### src/rtl/dssm_pkg.sv
// ----------------------------------------------------------------------------
// dssm_pkg
// Shared types, codes and widths for the dual stack shared memory core.
// ----------------------------------------------------------------------------
package dssm_pkg;

   localparam int unsigned DEPTH_DEFAULT = 256;
   localparam int unsigned DATA_W        = 32;
   localparam int unsigned REQ_TDATA_W   = 40;
   localparam int unsigned RSP_TDATA_W   = 40;

   typedef logic [1:0] command_type;
   typedef logic [1:0] status_type;

   localparam command_type CMD_PUSH = 2'd0;
   localparam command_type CMD_POP  = 2'd1;
   localparam command_type CMD_PEEK = 2'd2;

   localparam status_type ST_OK        = 2'd0;
   localparam status_type ST_OVERFLOW  = 2'd1;
   localparam status_type ST_UNDERFLOW = 2'd2;

   // Response information that is known at request time and waits in the first
   // stage for the memory read data.
   typedef struct packed {
      logic       use_mem;
      status_type status;
      logic       lower_empty;
      logic       upper_empty;
   } rsp_meta_type;

endpackage

### src/rtl/dssm_ctl.sv
// ----------------------------------------------------------------------------
// dssm_ctl
// Stack occupancy counters, bounds checks and memory address generation.
// ----------------------------------------------------------------------------
module dssm_ctl import dssm_pkg::*; #(
   parameter int unsigned DEPTH = DEPTH_DEFAULT,
   parameter int unsigned AW    = $clog2(DEPTH),
   parameter int unsigned CW    = $clog2(DEPTH + 1)
) (
   input  logic          clock,
   input  logic          reset,
   input  logic          accept,
   input  command_type   command,
   input  logic          stack_sel,
   output logic          mem_wr,
   output logic          mem_rd,
   output logic [AW-1:0] mem_addr,
   output rsp_meta_type  meta
);

   localparam logic [CW:0]   DEPTH_SUM = (CW + 1)'(DEPTH);
   localparam logic [CW-1:0] DEPTH_CNT = CW'(DEPTH);
   localparam logic [CW-1:0] ONE_CNT   = CW'(1);

   logic [CW-1:0] lower_count_ff, lower_count_in;
   logic [CW-1:0] upper_count_ff, upper_count_in;
   logic [CW:0]   total;
   logic          full;
   logic          sel_empty;
   logic [CW-1:0] lower_top, upper_top, upper_push;
   logic [CW-1:0] addr_full;

   assign total      = {1'b0, lower_count_ff} + {1'b0, upper_count_ff};
   assign full       = (total >= DEPTH_SUM);
   assign sel_empty  = stack_sel ? (upper_count_ff == '0) : (lower_count_ff == '0);
   assign lower_top  = lower_count_ff - ONE_CNT;
   assign upper_top  = DEPTH_CNT - upper_count_ff;
   assign upper_push = DEPTH_CNT - upper_count_ff - ONE_CNT;

   always_comb begin
      lower_count_in = lower_count_ff;
      upper_count_in = upper_count_ff;
      mem_wr         = 1'b0;
      mem_rd         = 1'b0;
      addr_full      = stack_sel ? upper_top : lower_top;
      meta.use_mem   = 1'b0;
      meta.status    = ST_OK;
      unique case (command) inside
         CMD_PUSH: begin
            addr_full = stack_sel ? upper_push : lower_count_ff;
            if (full) begin
               meta.status = ST_OVERFLOW;
            end else begin
               mem_wr = accept;
               if (stack_sel) begin
                  upper_count_in = upper_count_ff + ONE_CNT;
               end else begin
                  lower_count_in = lower_count_ff + ONE_CNT;
               end
            end
         end
         CMD_POP, CMD_PEEK: begin
            if (sel_empty) begin
               meta.status = ST_UNDERFLOW;
            end else begin
               mem_rd       = accept;
               meta.use_mem = 1'b1;
               if (command == CMD_POP) begin
                  if (stack_sel) begin
                     upper_count_in = upper_count_ff - ONE_CNT;
                  end else begin
                     lower_count_in = lower_count_ff - ONE_CNT;
                  end
               end
            end
         end
         default: begin
            // Unused command: no state change, status stays ok.
         end
      endcase
      meta.lower_empty = (lower_count_in == '0);
      meta.upper_empty = (upper_count_in == '0);
   end

   assign mem_addr = addr_full[AW-1:0];

   always_ff @(posedge clock) begin
      if (reset) begin
         lower_count_ff <= '0;
         upper_count_ff <= '0;
      end else if (accept) begin
         lower_count_ff <= lower_count_in;
         upper_count_ff <= upper_count_in;
      end
   end

endmodule

### config.mk
export PLATFORM = sky130hd
export DESIGN_NAME = dssm_ctl
export DESIGN_NICKNAME = d
export VERILOG_FILES = /design/src/rtl/dssm_pkg.sv /design/src/rtl/dssm_ctl.sv
export SDC_FILE = /design/constraint.sdc
export NUM_CORES = 1
export LEC_CHECK = 0
export BUFFER_PORTS_ARGS = -buffer_cell sky130_fd_sc_hd__buf_2
export CORE_MARGIN = 2
export CORE_UTILIZATION = 40
export CTS_BUF_LIST = sky130_fd_sc_hd__clkbuf_16
export DETAILED_ROUTE_END_ITERATION = 7
export GPL_TIMING_DRIVEN = 0
export MAX_ROUTING_LAYER = met4
export PLACE_DENSITY = 0.66
export SYNTH_ARGS = -nofsm -noshare
export SYNTH_HDL_FRONTEND = slang
export SYNTH_SLANG_ARGS = --single-unit
### constraint.sdc
create_clock -name clock -period 4.08 [get_ports clock]
set_clock_uncertainty 0.1 [all_clocks]
set_input_delay 0.816 -clock clock [delete_from_list [all_inputs] [get_ports clock]]
set_output_delay 0.816 -clock clock [all_outputs]
set_load 0.1 [all_outputs]
* After elaboration in Yosys (flattened, before gate mapping) *
Index checks and enable logic that the tools add are counted.

storage, ports and cells
  flip-flop bits (word level) = 18
  latch bits = 0
  bits in writable memories = 0
  memory bits (read-only) = 0
  input bits = 6
  logic and storage cells = 43
  memories kept = 0

operators by class
  $add $sub $neg = 7
  multipliers = 0
  div/mod/pow operators = 0
  order comparisons = 1
  eq/ne operators = 2
  shift operators = 0
  mux-type cells = 25
  bitwise operators = 0
  reduce and logical (&&, ||, !) cells = 6

operators by type and width
  kind                                                                                   number
  9-bit 2-to-1 mux                                                                       10
  9-bit zero test                                                                        4
  9-bit case mux with 2 select lines                                                     2
  8-bit 2-to-1 mux                                                                       3
  9-bit by 1-bit adder with 9-bit output (second input constant)                         2
  9-bit by 1-bit subtractor with 9-bit output (second input constant)                    2
  9-bit by 9-bit adder with 10-bit output                                                1
  10-bit by 9-bit greater-or-equal comparator with 1-bit output (second input constant)  1
  1-bit 2-to-1 mux                                                                       8
  1-bit by 8-bit subtractor with 8-bit output (first input constant)                     1
  8-bit by 1-bit subtractor with 8-bit output (second input constant)                    1
  2-bit case mux with 2 select lines                                                     1
  2-bit by 1-bit equality test with 1-bit output (second input constant)                 1
  2-bit equality test (second input constant)                                            1
  2-bit zero test                                                                        1
  2-bit 2-to-1 mux                                                                       1
  2-bit OR reduction                                                                     1

* Longest topological paths before layout *
  depth in word-level cells = 6
  gate-level depth with buffers = 11
  mapped depth without buffers = 9

* Worst setup path before layout *
No wires, ideal clock.

  path kind = input-to-output
  from = input command[1]
  to = output mem_addr[2]
  arrival time = 4.159 ns
  data required time = 3.164 ns
  setup slack = -0.995 ns
  stages on the path = 8
  path buffers = 3
  cell sequence = inv_1 ha_1 clkbuf_1 clkbuf_1 clkbuf_1 nor2_1 xnor2_1 o21ai_0

between the ends
  longest elaborated chain between the ends = 2

ends and longest elaborated chain
  what                              RTL line        source
  start: declaration                dssm_ctl.sv:13  input command_type command,
  2-bit zero test (no source line)  n/a
  8-bit 2-to-1 mux                  dssm_ctl.sv:48  unique case (command) inside
  end: declaration                  dssm_ctl.sv:17  output logic [AW-1:0] mem_addr,

Every way passes these cells.

==> flow_summary.toml <==
[status]
status = "finished with violations"
failed_checks = "setup timing"

[logic_synthesis]
synthTopCellsByCount = "46 x nor2_1, 28 x clkbuf_1, 26 x a21oi_1"
synth_nets = 410
synthMuxAreaShare = 0.03000
yosys.area_share.simple = 0.3267
yosys_register_bits = 18
synth.top_cell.area_share = 0.1329
synth_top_family_by_area = "simple AND/OR/NAND/NOR gates"
syn_inst = 388
yosys_warnings = 0
synth_edf_count = 0
synthTopCellsByArea = "dfxtp_1 13%, ha_1 7.4%, nor2_1 6.4%, a21oi_1 4.8%, a211oi_1 3.9%"
synthesis.area_um2 = 2711
seq_area_frac_synth = 0.1329
synthXorXnorAreaFrac = 0.05814
synth_compound_area_frac = 0.3013
synthAdderAreaFrac = 0.07383
async_flop_share = 0
yosysMostFrequentCell = "nor2_1"
ys.flop_type = "dfxtp_1"
synth_largest_area_cell = "dfxtp_1"
synth.avg_cell_area_um2 = 6.988
ys_types = 66

[pwr]
p_seq_frac = 0.192
leakage_nw = 1.377
power.share.combinational = 0.623
switching_power_mw = 0.5228
p_int_mw = 0.5252
ir_drop_mv = 0.1197
power_density_nw_per_um2 = 306.8
p_clk_frac = 0.185
switching_share = 0.4988

[min_path]
hp-class = "reg2reg"
min-delay-start = "upper_count_ff[8]"

[grt]
grt_use_met1 = 0.3422
grt_max_degree = 11
grt_usage = 0.2619
antenna_found_initial = 0
globalRouteOverflowTotal = 0
top_usage_layer = "met2"
grt_pass1_wl_um = 15210
grtUsageMet3 = 0.04095
grtUsageMet2 = 0.3993
grt_pass1_vias = 3022

[timing]
slew_violations = 0
rsz0062_at_grt = "true"
finalHoldViolCount = 0
fmax_ghz = 0.2420
fin_crit_sh = 1.013
worst_pin_slew_ns = 0.6996
fin_crit_ns = 4.132
setup_viol = 1
setup_slack_ns = -0.05239
slew_headroom = 0.5336

[cts]
cts_buffers = 3
clock_path_buffers = 2
clock_latency_ns = 0.25
path_clk_slew_ns = 0.05
h-tree-depth = 1
clock-sinks = 18
cts_tree = "done"
cts_hold_buf = 0
root_buffer = "clkbuf_16"

[floorplanning]
pin_count = 21
fp.coreArea_um2 = 6681
dieArea_um2 = 7453
initial_core_util = 0.4058
row_count = 30
die_h_um = 86.33
fp.dieW_um = 86.33

[routing]
vias_per_cell = 6.616
totalWireLength_um = 9998
route.detailed.drc = 0
drt_iter0_drc = 381
wl_per_cell_um = 19.57
drtAntennaViolNets = 0
vias = 3381
dr.pass1.iters = 5

[critical_path]
cp.arrival_ns = 3.22
reg2reg_slack_ns = 1.39
cp.required_ns = 3.16
reg2reg_from = "upper_count_ff[4]"
crit_fanout = 5
crit_start = "upper_count_ff[4]"
end_kind = "output pin"
worst-setup-path-type = "reg2out"
startpoint_type = "register"

[place]
port_buffers = 18
dp_cells = 486
hpwlAfterDp_um = 7159
post_dp_cell_area_um2 = 2969
gp_congestion = 1.004

[cells_and_area]
instances_no_fill = 511
fill_cells = 665
utilization = 0.5112
drive_above_1_share = 0.2413
design_area_um2 = 3416
finalNetCount = 455
antenna_cells = 0
syn_to_final_growth_pct = 25.98

[job]
maxCapViolCount = 0
-- power by group through the flow --
| stage | sequential (mW) | combinational [mW] | clock (mW) |
|---|---|---|---|
| 4_1_cts | 0.199 | 0.609 | 0.196 |
| 2_1_floorplan | 0.197 | 0.464 | 0 |
| 3_5_place_dp | 0.203 | 0.563 | 0 |
| 5_1_grt | 0.201 | 0.689 | 0.205 |
| 6_report | 0.201 | 0.653 | 0.194 |
| 3_3_place_gp | 0.203 | 0.559 | 0 |
-- state kept, by name (all words and copies together) (netlist names) --
signal,count
lower_count_ff,9
upper_count_ff,9
-- per-stage QoR --
step | setup slack [ns] | TNS [ns] | total power [mW] | hold WS, ns
after floorplan | -0.4213 | -1.734 | 0.6612 | 0.4196
after global placement | -0.4692 | -1.501 | 0.7623 | 0.4983
after detailed placement | -0.4341 | -1.673 | 0.7656 | 0.4977
after CTS | 0.008979 | 0 | 1.004 | 0.4476
after global routing | -0.1591 | -0.2144 | 1.095 | 0.5027
final | -0.05239 | -0.05239 | 1.048 | 0.4557
-- routing by layer --
metal,share of wire,vias to the layer above
met5,0,-
met4,0.042,0
met3,0.086,46
met2,0.45,199
met1,0.42,1593
li1,-,1543
-- cells by family after synthesis --
family	count (synthesis)
and+or+nand+nor	167
AOI/OAI and AO/OA	109
buffers and inverters	52
xor gates and xnor gates	18
DFF	18
adders and majority gates	16
muxes	8
-- worst paths after layout --
| kind | cells after the start | to |
|---|---|---|
| max reg2reg | 7 | upper_count_ff[8] |
| min | 2 | upper_count_ff[8] |
| max | 9 | meta[0] |
| min reg2reg | 2 | upper_count_ff[8] |
-- cell type report --
cell class | instances | area, um2 | area share
Timing Repair Buffer | 42 | 306.5 | 0.08974
Sequential cell | 18 | 375.4 | 0.1099
Buffer | 32 | 162.7 | 0.04762
Multi-Input combinational cell | 318 | 2316 | 0.6780
Inverter | 18 | 80.08 | 0.02344
Tap cell | 80 | 100.1 | 0.02930
Clock buffer | 3 | 75.07 | 0.02198
-- placed cells by master (no fill, tap or decap), types with 8 or more instances in the layout --
master / synthesis / layout
nor4_1: 11 / 11
o21ai_0: 15 / 12
buf_2: 2 / 16
nand3_1: 10 / 10
nand2_1: 23 / 23
ha_1: 16 / 14
xnor2_1: 10 / 10
dfxtp_1: 18 / 10
clkbuf_1: 28 / 19
a21oi_1: 26 / 23
nor3_1: 18 / 15
xor2_1: 8 / 8
and3_1: 10 / 10
a211oi_1: 14 / 10
inv_1: 17 / 15
nor2_1: 46 / 46
buf_4: 1 / 25
-- what timing repair did --
item,CTS,global route
setup endpoints to repair,8,3
pin swaps,10,13
gates resized for setup,33,24
setup buffers,4,20
-- critical path: stages, from the launching register on --
cell and delay (ns):
dfxtp_1 0.33, ha_1 0.33, a211oi_2 0.35, o2111a_1 0.30
a21oi_1 0.18, or4_1 0.52, a32oi_1 0.32, nand4_1 0.20
nor3_4 0.24, buf_12 0.20
Note: power is estimated with default switching activity, not from simulation.
